--- src/sv/bcd_pkg.sv ---
package bcd_pkg;

    localparam logic [1:0] FMT_BC1 = 2'd0;
    localparam logic [1:0] FMT_BC2 = 2'd1;
    localparam logic [1:0] FMT_BC3 = 2'd2;

    localparam logic [1:0] CFG_FORMAT = 2'd0;
    localparam logic [1:0] CFG_WIDTH  = 2'd1;
    localparam logic [1:0] CFG_HEIGHT = 2'd2;

    localparam int SIZE_W = 15;

    typedef struct packed {
        logic [63:0] block_low;
        logic [63:0] block_high;
        logic [11:0] block_column;
        logic [11:0] block_row;
    } block_word_t;

    typedef struct packed {
        logic [7:0]  red;
        logic [7:0]  green;
        logic [7:0]  blue;
        logic [7:0]  alpha;
        logic [13:0] pixel_x;
        logic [13:0] pixel_y;
        logic        last_pixel;
    } pixel_word_t;

    typedef struct packed {
        logic [1:0]        format;
        logic [SIZE_W-1:0] width;
        logic [SIZE_W-1:0] height;
    } cfg_t;

    typedef struct packed {
        logic [7:0] r;
        logic [7:0] g;
        logic [7:0] b;
        logic [7:0] a;
    } rgba_t;

    // One decoded block waiting for the pixel stage.
    typedef struct packed {
        logic [1:0]       format;
        rgba_t [3:0]      pal;
        logic [7:0][7:0]  atab;
        logic [63:0]      alpha_blk;
        logic [31:0]      cidx;
        logic [15:0]      mask;
        logic [11:0]      bx;
        logic [11:0]      by;
    } block_entry_t;

    typedef struct packed {
        logic full;
        logic empty;
    } queue_status_t;

    // Exact floor divisions by multiplication with a rounded-up reciprocal.
    function automatic logic [7:0] expand5(input logic [4:0] v);
        logic [28:0] p;
        p = 29'(v) * 29'd8625630;
        return p[27:20];
    endfunction

    function automatic logic [7:0] expand6(input logic [5:0] v);
        logic [28:0] p;
        p = 29'(v) * 29'd4244475;
        return p[27:20];
    endfunction

    function automatic logic [7:0] div3(input logic [9:0] x);
        logic [20:0] p;
        p = 21'(x) * 21'd683;
        return p[18:11];
    endfunction

    function automatic logic [7:0] div5(input logic [10:0] x);
        logic [24:0] p;
        p = 25'(x) * 25'd13108;
        return p[23:16];
    endfunction

    function automatic logic [7:0] div7(input logic [10:0] x);
        logic [24:0] p;
        p = 25'(x) * 25'd9363;
        return p[23:16];
    endfunction

endpackage

--- src/sv/bc_block_texture_decoder.sv ---
// channel | dir | handshake            | word
// in      | in  | in_valid / in_stall   | block_word_t: one 16-byte block and its place
// out     | out | out_valid / out_stall | pixel_word_t: one pixel, last_pixel on the final one
// cfg     | in  | cfg_write             | cfg_index selects format, width or height
// The output carries one pixel per cycle unless out_stall holds it: a block emits each
// of its pixels that lie in the image, and a block fully outside the image emits none.
// A block's first pixel passes the stage-one registers, the queue and the output register.
// Front, two-entry block queue and pixel stage stall independently; out_stall holds the
// output register while the front keeps taking words until the queue fills.
// rst_n clears all control state at once; no clearing pass follows.
module bc_block_texture_decoder #(
    parameter int MAX_IMAGE_SIDE = 16384
) (
    input  logic                            clk,
    input  logic                            rst_n,
    input  logic                            in_valid,
    output logic                            in_stall,
    input  bcd_pkg::block_word_t            in_word,
    output logic                            out_valid,
    input  logic                            out_stall,
    output bcd_pkg::pixel_word_t            out_word,
    input  logic                            cfg_write,
    input  logic [1:0]                      cfg_index,
    input  logic [bcd_pkg::SIZE_W-1:0]      cfg_data
);

    bcd_pkg::cfg_t          cfg_reg;
    bcd_pkg::cfg_t          cfg_next;
    logic                   push;
    logic                   pop;
    bcd_pkg::block_entry_t  push_word;
    bcd_pkg::block_entry_t  head;
    bcd_pkg::queue_status_t q_status;

    always_comb
    begin
        cfg_next = cfg_reg;
        if (cfg_write)
        begin
            unique case (cfg_index)
                bcd_pkg::CFG_FORMAT: cfg_next.format = cfg_data[1:0];
                bcd_pkg::CFG_WIDTH:  cfg_next.width  = cfg_data;
                bcd_pkg::CFG_HEIGHT: cfg_next.height = cfg_data;
                default:             cfg_next = cfg_reg;
            endcase
        end
    end

    always_ff @(posedge clk or negedge rst_n)
    begin
        if (!rst_n)
        begin
            cfg_reg.format <= bcd_pkg::FMT_BC1;
            cfg_reg.width  <= bcd_pkg::SIZE_W'(16384);
            cfg_reg.height <= bcd_pkg::SIZE_W'(16384);
        end
        else
            cfg_reg <= cfg_next;
    end

    bcd_front #(
        .MAX_IMAGE_SIDE(MAX_IMAGE_SIDE)
    ) u_front (
        .clk       (clk),
        .rst_n     (rst_n),
        .in_valid  (in_valid),
        .in_stall  (in_stall),
        .in_word   (in_word),
        .cfg       (cfg_reg),
        .q_status  (q_status),
        .push      (push),
        .push_word (push_word)
    );

    bcd_queue u_queue (
        .clk       (clk),
        .rst_n     (rst_n),
        .push      (push),
        .push_word (push_word),
        .pop       (pop),
        .head      (head),
        .status    (q_status)
    );

    bcd_back u_back (
        .clk       (clk),
        .rst_n     (rst_n),
        .head      (head),
        .q_status  (q_status),
        .pop       (pop),
        .out_valid (out_valid),
        .out_stall (out_stall),
        .out_word  (out_word)
    );

endmodule

--- src/sv/bcd_front.sv ---
module bcd_front #(
    parameter int MAX_IMAGE_SIDE = 16384
) (
    input  logic                  clk,
    input  logic                  rst_n,
    input  logic                  in_valid,
    output logic                  in_stall,
    input  bcd_pkg::block_word_t  in_word,
    input  bcd_pkg::cfg_t         cfg,
    input  bcd_pkg::queue_status_t q_status,
    output logic                  push,
    output bcd_pkg::block_entry_t push_word
);

    localparam int SIDE_W = $clog2(MAX_IMAGE_SIDE + 1);
    localparam int CMP_W  = (SIDE_W > bcd_pkg::SIZE_W) ? SIDE_W : bcd_pkg::SIZE_W;
    localparam logic [CMP_W-1:0] SIDE_MAX = CMP_W'(MAX_IMAGE_SIDE);

    logic              s1_valid_reg;
    logic              s1_valid_next;
    logic              load;

    logic [1:0]        fmt_reg;
    logic              four_reg;
    logic [2:0][7:0]   e0_reg;
    logic [2:0][7:0]   e1_reg;
    logic [31:0]       cidx_reg;
    logic [63:0]       lo_reg;
    logic [15:0]       mask_reg;
    logic [11:0]       bx_reg;
    logic [11:0]       by_reg;

    logic [1:0]        fmt_n;
    logic [63:0]       cblock;
    logic [CMP_W-1:0]  w_sat;
    logic [CMP_W-1:0]  h_sat;
    logic [3:0]        col_ok;
    logic [3:0]        row_ok;
    logic [15:0]       mask_n;
    logic [2:0][7:0]   e0_n;
    logic [2:0][7:0]   e1_n;

    logic [7:0]        a0;
    logic [7:0]        a1;
    logic [7:0][7:0]   atab;
    logic [6:1][7:0]   t7;
    logic [4:1][7:0]   t5;
    bcd_pkg::rgba_t [3:0] pal;

    // Stage one: classify the word, expand endpoints, work out clipping.
    always_comb
    begin
        fmt_n = (cfg.format == bcd_pkg::FMT_BC2 || cfg.format == bcd_pkg::FMT_BC3) ?
                cfg.format : bcd_pkg::FMT_BC1;
        cblock = (fmt_n == bcd_pkg::FMT_BC1) ? in_word.block_low : in_word.block_high;
        e0_n[0] = bcd_pkg::expand5(cblock[15:11]);
        e0_n[1] = bcd_pkg::expand6(cblock[10:5]);
        e0_n[2] = bcd_pkg::expand5(cblock[4:0]);
        e1_n[0] = bcd_pkg::expand5(cblock[31:27]);
        e1_n[1] = bcd_pkg::expand6(cblock[26:21]);
        e1_n[2] = bcd_pkg::expand5(cblock[20:16]);
        w_sat = (CMP_W'(cfg.width) > SIDE_MAX) ? SIDE_MAX : CMP_W'(cfg.width);
        h_sat = (CMP_W'(cfg.height) > SIDE_MAX) ? SIDE_MAX : CMP_W'(cfg.height);
        for (int i = 0; i < 4; i++)
        begin
            col_ok[i] = CMP_W'({in_word.block_column, 2'(i)}) < w_sat;
            row_ok[i] = CMP_W'({in_word.block_row, 2'(i)}) < h_sat;
        end
        for (int i = 0; i < 16; i++)
            mask_n[i] = col_ok[i % 4] & row_ok[i / 4];
    end

    assign in_stall = s1_valid_reg && q_status.full;
    assign load     = !in_stall;
    assign push     = s1_valid_reg && !q_status.full;
    assign s1_valid_next = load ? in_valid : s1_valid_reg;

    always_ff @(posedge clk or negedge rst_n)
    begin
        if (!rst_n)
            s1_valid_reg <= 1'b0;
        else
            s1_valid_reg <= s1_valid_next;
    end

    always_ff @(posedge clk)
    begin
        if (load && in_valid)
        begin
            fmt_reg  <= fmt_n;
            four_reg <= (cblock[15:0] > cblock[31:16]) || (fmt_n != bcd_pkg::FMT_BC1);
            e0_reg   <= e0_n;
            e1_reg   <= e1_n;
            cidx_reg <= cblock[63:32];
            lo_reg   <= in_word.block_low;
            mask_reg <= mask_n;
            bx_reg   <= in_word.block_column;
            by_reg   <= in_word.block_row;
        end
    end

    // Stage two: palette and alpha table, straight into the queue.
    always_comb
    begin
        pal[0] = '{r: e0_reg[0], g: e0_reg[1], b: e0_reg[2], a: 8'd255};
        pal[1] = '{r: e1_reg[0], g: e1_reg[1], b: e1_reg[2], a: 8'd255};
        pal[2].a = 8'd255;
        pal[3].a = four_reg ? 8'd255 : 8'd0;
        for (int c = 0; c < 3; c++)
        begin
            if (four_reg)
            begin
                pal[2][8*(3-c) +: 8] = bcd_pkg::div3({1'b0, e0_reg[c], 1'b0}
                                                     + 10'(e1_reg[c]));
                pal[3][8*(3-c) +: 8] = bcd_pkg::div3(10'(e0_reg[c])
                                                     + {1'b0, e1_reg[c], 1'b0});
            end
            else
            begin
                pal[2][8*(3-c) +: 8] = 8'((9'(e0_reg[c]) + 9'(e1_reg[c])) >> 1);
                pal[3][8*(3-c) +: 8] = 8'd0;
            end
        end

        a0 = lo_reg[7:0];
        a1 = lo_reg[15:8];
        for (int k = 1; k <= 6; k++)
            t7[k] = bcd_pkg::div7(11'(7 - k) * 11'(a0) + 11'(k) * 11'(a1));
        for (int k = 1; k <= 4; k++)
            t5[k] = bcd_pkg::div5(11'(5 - k) * 11'(a0) + 11'(k) * 11'(a1));
        atab[0] = a0;
        atab[1] = a1;
        for (int k = 1; k <= 4; k++)
            atab[k + 1] = (a0 > a1) ? t7[k] : t5[k];
        atab[6] = (a0 > a1) ? t7[5] : 8'd0;
        atab[7] = (a0 > a1) ? t7[6] : 8'd255;

        push_word.format    = fmt_reg;
        push_word.pal       = pal;
        push_word.atab      = atab;
        push_word.alpha_blk = lo_reg;
        push_word.cidx      = cidx_reg;
        push_word.mask      = mask_reg;
        push_word.bx        = bx_reg;
        push_word.by        = by_reg;
    end

endmodule

--- src/sv/bcd_queue.sv ---
module bcd_queue (
    input  logic                   clk,
    input  logic                   rst_n,
    input  logic                   push,
    input  bcd_pkg::block_entry_t  push_word,
    input  logic                   pop,
    output bcd_pkg::block_entry_t  head,
    output bcd_pkg::queue_status_t status
);

    bcd_pkg::block_entry_t slot_reg [2];
    logic       wr_ptr_reg;
    logic       wr_ptr_next;
    logic       rd_ptr_reg;
    logic       rd_ptr_next;
    logic [1:0] count_reg;
    logic [1:0] count_next;

    always_comb
    begin
        wr_ptr_next = push ? !wr_ptr_reg : wr_ptr_reg;
        rd_ptr_next = pop ? !rd_ptr_reg : rd_ptr_reg;
        count_next  = count_reg + 2'(push) - 2'(pop);
    end

    assign status.full  = count_reg == 2'd2;
    assign status.empty = count_reg == 2'd0;
    assign head = slot_reg[rd_ptr_reg];

    always_ff @(posedge clk or negedge rst_n)
    begin
        if (!rst_n)
        begin
            wr_ptr_reg <= 1'b0;
            rd_ptr_reg <= 1'b0;
            count_reg  <= 2'd0;
        end
        else
        begin
            wr_ptr_reg <= wr_ptr_next;
            rd_ptr_reg <= rd_ptr_next;
            count_reg  <= count_next;
        end
    end

    always_ff @(posedge clk)
    begin
        if (push)
            slot_reg[wr_ptr_reg] <= push_word;
    end

endmodule

--- src/sv/bcd_back.sv ---
module bcd_back (
    input  logic                   clk,
    input  logic                   rst_n,
    input  bcd_pkg::block_entry_t  head,
    input  bcd_pkg::queue_status_t q_status,
    output logic                   pop,
    output logic                   out_valid,
    input  logic                   out_stall,
    output bcd_pkg::pixel_word_t   out_word
);

    logic [15:0]          done_reg;
    logic [15:0]          done_next;
    logic                 out_valid_reg;
    logic                 out_valid_next;
    bcd_pkg::pixel_word_t out_word_reg;

    logic [15:0]          pending;
    logic [15:0]          pick;
    logic [3:0]           idx;
    logic                 out_free;
    logic                 emit;
    logic                 last;
    logic [1:0]           ci;
    logic [3:0]           nib;
    logic [2:0]           aidx;
    bcd_pkg::rgba_t       color;
    bcd_pkg::pixel_word_t pix;

    always_comb
    begin
        pending = head.mask & ~done_reg;
        idx = 4'd0;
        for (int i = 15; i >= 0; i--)
        begin
            if (pending[i])
                idx = 4'(i);
        end
        pick = 16'd1 << idx;
        out_free = !out_valid_reg || !out_stall;
        emit = !q_status.empty && (pending != 16'd0) && out_free;
        last = (pending & ~pick) == 16'd0;
        // A block with nothing in the image leaves without a pixel.
        pop = !q_status.empty && ((pending == 16'd0) || (emit && last));
        done_next = pop ? 16'd0 : (emit ? (done_reg | pick) : done_reg);
        out_valid_next = emit ? 1'b1 : (out_free ? 1'b0 : out_valid_reg);

        ci    = head.cidx[2*idx +: 2];
        nib   = head.alpha_blk[4*idx +: 4];
        aidx  = head.alpha_blk[16 + 3*idx +: 3];
        color = head.pal[ci];
        pix.red   = color.r;
        pix.green = color.g;
        pix.blue  = color.b;
        unique case (head.format)
            bcd_pkg::FMT_BC2: pix.alpha = {nib, nib};
            bcd_pkg::FMT_BC3: pix.alpha = head.atab[aidx];
            default:          pix.alpha = color.a;
        endcase
        pix.pixel_x    = {head.bx, idx[1:0]};
        pix.pixel_y    = {head.by, idx[3:2]};
        pix.last_pixel = last;
    end

    always_ff @(posedge clk or negedge rst_n)
    begin
        if (!rst_n)
        begin
            done_reg      <= 16'd0;
            out_valid_reg <= 1'b0;
        end
        else
        begin
            done_reg      <= done_next;
            out_valid_reg <= out_valid_next;
        end
    end

    always_ff @(posedge clk)
    begin
        if (emit)
            out_word_reg <= pix;
    end

    assign out_valid = out_valid_reg;
    assign out_word  = out_word_reg;

endmodule

--- config.mk ---
export PLATFORM = sky130hd
export DESIGN_NAME = bc_block_texture_decoder
export DESIGN_NICKNAME = d
export VERILOG_FILES = /design/src/sv/bcd_pkg.sv /design/src/sv/bc_block_texture_decoder.sv /design/src/sv/bcd_front.sv /design/src/sv/bcd_queue.sv /design/src/sv/bcd_back.sv
export SDC_FILE = /design/constraint.sdc
export NUM_CORES = 2
export LEC_CHECK = 0
export ABC_AREA = 1
export BUFFER_PORTS_ARGS = -buffer_cell sky130_fd_sc_hd__buf_2
export CORE_UTILIZATION = 55
export CTS_CLUSTER_SIZE = 14
export DETAILED_ROUTE_END_ITERATION = 6
export GPL_TIMING_DRIVEN = 0
export HOLD_SLACK_MARGIN = 0.12
export PLACE_DENSITY = 0.72
export SYNTH_ARGS = -nofsm -noshare
export SYNTH_HDL_FRONTEND = slang
export SYNTH_SLANG_ARGS = --single-unit
--- constraint.sdc ---
create_clock -name clk -period 41.3 [get_ports clk]
set_input_delay 2.065 -clock clk [delete_from_list [all_inputs] [get_ports clk]]
set_output_delay 2.065 -clock clk [all_outputs]
set_load 0.01 [all_outputs]
Word-level counts from Yosys, hierarchy flattened
Memories as Yosys holds them, arrays and structs flattened.
Cells that the tools add are included.
{ "word_totals": {"input_bits": 174, "regBits": 302, "out_inout_bits": 63, "elab_cells": 201, "ram_bits": 612, "memories": 1} }
{ "memory_table": {"columns": ["memory", "words", "width", "rd", "rd_clocked_by_memory_dff", "write_ports", "line_no", "text"], "rows": [
  ["u_queue.slot_reg", 2, 306, 1, 0, 1, "bcd_queue.sv:11", "bcd_pkg::block_entry_t slot_reg [2];"]
]} }
{ "op_classes": {"n_shift": 4, "n_lt_le_gt_ge": 14, "n_eq_ne": 7, "n_addsub": 22, "muxes": 44, "reduce_logical": 30, "bitwise": 21, "n_mul": 29} }
{ "ops": {"columns": ["cell", "count"], "rows": [
  ["$mul 11x14->24 const B", 6],
  ["$lt 14x15->1", 8],
  ["$mul 10x10->19 const B", 6],
  ["$mux 8", 14],
  ["$mul 5x23->27 const B", 4],
  ["$mul 11x12->22 const B", 4],
  ["$bmux 32 s2", 1],
  ["$mux 4", 16],
  ["$mux 64", 1],
  ["$shiftx 64x33->3", 1],
  ["$shiftx 64x7->4", 1],
  ["$mul 6x23->28 const B", 2],
  ["$mul 2x8->10 const A", 4],
  ["$and 16x16->16", 2],
  ["$logic_not 16->1", 2],
  ["$mux 16", 2],
  ["$mux 32", 1],
  ["$not 16->16", 2],
  ["$shiftx 32x6->2", 1],
  ["$add 8x9->10", 3],
  ["$add 9x8->10", 3],
  ["$gt 15x15->1 const B", 2],
  ["$mux 15", 2],
  ["$add 8x8->9", 3],
  ["other kinds (34)", 80]
]} }

Longest topological paths before layout
{ "depth": {"ltp_word": 26, "mapped_depth": 46, "ltp_nobuf": 46} }

Hierarchy
From an unflattened synthesis, not the netlist that was laid out.
{ "hier_totals": {"cells_unflattened": 10152, "area_unflattened_um2": 89848.7} }
{ "by_module_without_submodules": {"columns": ["mod", "area_each_um2", "instances", "cells_per_inst", "seq_area_each_um2"], "rows": [
  ["bcd_front", 57300.0, 1, 7296, 5640.4],
  ["bcd_queue", 24571.1, 1, 1748, 19919.1],
  ["bcd_back", 6547.5, 1, 962, 2257.2],
  ["bc_block_texture_decoder", 1430.1, 1, 146, 803.3]
]} }

Worst setup path before layout
Ideal clock, no wire load.
{ "synth_timing": {"path_kind": "register to register", "from": "register u_queue.count_reg[1]", "to": "memory u_queue.slot_reg[1][0] (netlist name), enable pin", "period_less_slack_ns": 13.384, "setup_slack_ns": 27.916, "setup_ns": 0.933, "path_stages_with_launch": 4, "arrival_ns": 12.451, "cell_sequence": "dfrtp_1 -> a21oi_1 -> inv_1 -> nor2_1"} }
{ "synth_between": {"elab_chain_len": 5} }
{ "synth_lines": {"columns": ["item", "line_no", "text"], "rows": [
  ["from (decl)", "bcd_queue.sv:16", "logic [1:0] count_reg;"],
  ["from (signal assigned)", "bcd_queue.sv:42", "count_reg <= count_next;"],
  ["$eq 2x2->1", "bcd_queue.sv:26", "assign status.full = count_reg == 2'd2;"],
  ["$logic_not 1->1", "bcd_front.sv:75", "assign push = s1_valid_reg && !q_status.full;"],
  ["$logic_and 1x1->1", "bcd_front.sv:75", null],
  ["via push", "bc_block_texture_decoder.sv:29", "logic push;"],
  ["$mux 1", "bcd_queue.sv:48", "if (push)"],
  ["$mux 1 (implied by the code)", "bcd_queue.sv:49", "slot_reg[wr_ptr_reg] <= push_word;"],
  ["to (decl)", "bcd_queue.sv:11", null]
]} }
The timed path passes the listed nets, and every way through them passes these cells.

==> out/qor.csv <==
stage,metric,value,unit
run_status,status,"finished, final reports clean",
floorplanning,# rows,136,
worst_setup_path,CP Capture Type,register,
detailed_routing,router iterations before antenna repair,6,
timing,Final Hold Viols,0,
global_route,initial antenna violation count,11,
place,HPWL after DPL,155200,µm
final_layout,multi-input logic area,45260,µm²
final_layout,Final nets,10110,
clocking,"Hold-fix buffers, CTS",0,
place,IO buf count,236,
detailed_routing,Initial DRC Count,4155,
synth,Synth area leader,edfxtp_1,
synth,synthesis-stage register bit count,868,
detailed_routing,DR DRC count,0,
synth,syn_nets,9748,
place,dpl cell area,80620,µm²
floorplanning,Die Width,374.9,µm
global_route,total track usage,0.2797,
timing,unrepaired setup endpoints after global routing,no,
hold_path,worst hold path class,reg -> reg,
final_layout,FILL cells,11270,
worst_setup_path,worst-path fanout max,12,
synth,Post-Syn Area per Cell,10.07,µm²
floorplanning,Die Y,374.9,µm
clocking,post-cts sizing count,0,
clocking,Clock Pin Slew Worst Setup and Hold Paths,0.06,ns
worst_setup_path,FF-to-FF Start,u_front.lo_reg[10],
worst_setup_path,Crit path top cell by count,inv_1,
final_layout,synthesis-to-layout area growth,9.132,%
synth,"top cells by area, synth","edfxtp_1, ha_1, fa_1",
detailed_routing,vias per std cell,5.639,
clocking,H-tree Lvls,3,
synth,most common library cells after synthesis,"ha_1, inv_1, nand2_1",
global_route,vias in the first global route,56100,
clocking,CTS tree,done,
timing,Slew Limit Fails,0,
synth,Syn Inst Count,7597,
final_layout,final instance area,83460,µm²
timing,Clock Skew,0.02962,ns
detailed_routing,wire per inst,19.83,µm
timing,Final Setup Violations,0,
final_layout,proportion of layout cells with a drive suffix above 1,0.06859,
clocking,post-CTS repair timing setup buffer count,0,
timing,Rel. slew slack,0.05394,
place,global placer's final weighted congestion,0.9552,
clocking,later-pin clock latency in the skew report,0.70,ns
floorplanning,I/O pin cnt,237,
timing,min cycle time layout,10.36,ns
clocking,cts bufs inserted,84,
synth,Synth Flop Type,edfxtp_1,
timing,crit share post-route,0.2509,
detailed_routing,Final ANT Viol Nets,0,
worst_setup_path,Critical Path Source,u_front.lo_reg[10],
final_layout,register area,25800,µm²
synth,Synth async-reset ratio,0.06221,
clocking,CTS Buffer Depth,3,
floorplanning,Starting Density,0.5555,
worst_setup_path,R2R setup slack,30.94,ns
timing,setup_tns,0,ns
worst_setup_path,arrival time at the worst endpoint,10.68,ns
worst_setup_path,CP startpoint kind,register,
synth,number of flops mapped to enable cells by yosys,814,
global_route,largest net degree at the start of global routing,118,
synth,post-synthesis cell type count,66,
detailed_routing,WL final,194800,µm
run,Max Cap Viol,0,
clocking,CTS sink cnt,868,
clocking,clk root buf,clkbuf_16,
floorplanning,Die Area,140500,µm²
synth,post-synthesis sequential area ratio,0.3373,
timing,Fmax,0.09649,GHz
worst_setup_path,Worst Setup EP,u_queue.slot_reg[0][175],
floorplanning,core box area,137700,µm²
worst_setup_path,crit path kind,reg -> reg,
worst_setup_path,reg2reg path depth,40,
worst_setup_path,CP required,41.61,ns
synth,most common cell in the netlist,ha_1,
worst_setup_path,worst stage delay on the critical path,1.18,ns
final_layout,max reg flops,566,
global_route,first-pass GRT wire length,305400,µm
synth,Ys Warns,0,
worst_setup_path,slowest cell on the critical path,edfxtp_1,
worst_setup_path,RR Endpoint,u_queue.slot_reg[0][175],
global_route,GRT overflow,0,
detailed_routing,Vias,55390,
synth,top-area cell type share of the netlist area,0.3196,
synth,"Cell Area, Synth",76480,µm²
timing,Slew @ Worst Pin,1.404,ns
logic make-up (layout without fill, tap and decap cells):
logic type | count (synthesis) | after routing | share of synthesized area
other cells | 0 | 9 | 0
xor+xnor | 223 | 223 | 0.02554
simple gates | 2068 | 2068 | 0.1149
mux | 82 | 82 | 0.01073
compound gates | 956 | 956 | 0.06925
buf+inv | 1423 | 1845 | 0.07104
fa+ha+maj | 1977 | 1977 | 0.3713
flops | 868 | 868 | 0.3373
metrics by stage:
step / utilization / worst slack (ns) / cells / hold WS, ns
after floorplan: - / 27.92 / 7597 / 0.4215
after global placement: 0.5804 / 20.73 / 9627 / 0.4227
after detailed placement: 0.5856 / 30.68 / 9663 / 0.4290
after CTS: 0.6056 / 30.64 / 9810 / 0.4389
after global routing: 0.6062 / 30.45 / 9817 / 0.4426
final: 0.6063 / 30.94 / 9822 / 0.4311
layout by cell type, fill, tap and decap left out, types with 15 or more instances in the layout:
master	instances
a21o_1	20
a21oi_1	402
buf_1	15
buf_12	16
buf_2	268
clkbuf_1	97
clkbuf_16	85
clkinv_1	20
dfrtp_1	52
edfxtp_1	814
fa_1	487
ha_1	1490
inv_1	1257
inv_2	22
mux2i_1	82
nand2_1	1034
nand3_1	263
nand4_1	110
nor2_1	499
nor3_1	54
o21ai_0	350
o21ai_1	16
o21bai_1	42
o221ai_1	17
o22ai_1	17
or2_2	58
xnor2_1	75
xor2_1	148
routing by layer:
layer,share of wire,GRT usage,up-vias
li1,-,-,26360
met1,0.42,0.3766,26830
met2,0.47,0.4709,1883
met3,0.082,0.03962,307
met4,0.024,0.07710,8
met5,0.00023,0,-
cell type report:
type                    instances  area share
diodes                          9   0.0002698
inverters                    1283     0.05781
well taps                    1794     0.02689
flip-flops and latches        868      0.3091
plain buffers                 140    0.007391
clock inverters                49    0.006776
repair buffers                275     0.02339
clock buffers                  98     0.02607
multi-input cells            5306      0.5423
critical path: cells and delay by family, from the launching register on:
family / cells / cell delay, ns
compound gates: 13 / 2.31
xor+xnor: 3 / 1.09
fa+ha+maj: 8 / 3.37
buf+inv: 7 / 1.00
flops: 1 / 1.18
simple gates: 9 / 0.99
how the worst min path moves through the flow:
stage / start / to / slack, ns / depth (start not counted)
after global routing: u_front.mask_reg[0] / u_queue.slot_reg[1][24] / 0.44 / 0
final: u_front.mask_reg[0] / u_queue.slot_reg[0][24] / 0.43 / 0
after CTS: u_front.cidx_reg[1] / u_queue.slot_reg[0][41] / 0.44 / 0
after detailed placement: u_front.bx_reg[11] / u_queue.slot_reg[0][23] / 0.43 / 0
after global placement: u_front.mask_reg[5] / u_queue.slot_reg[0][29] / 0.42 / 0
after floorplan: u_front.by_reg[0] / u_queue.slot_reg[0][0] / 0.42 / 0
Power is left out: the tool's default activity adds up to more than one toggle a clock period on the data nets, which glitch-free logic cannot reach.
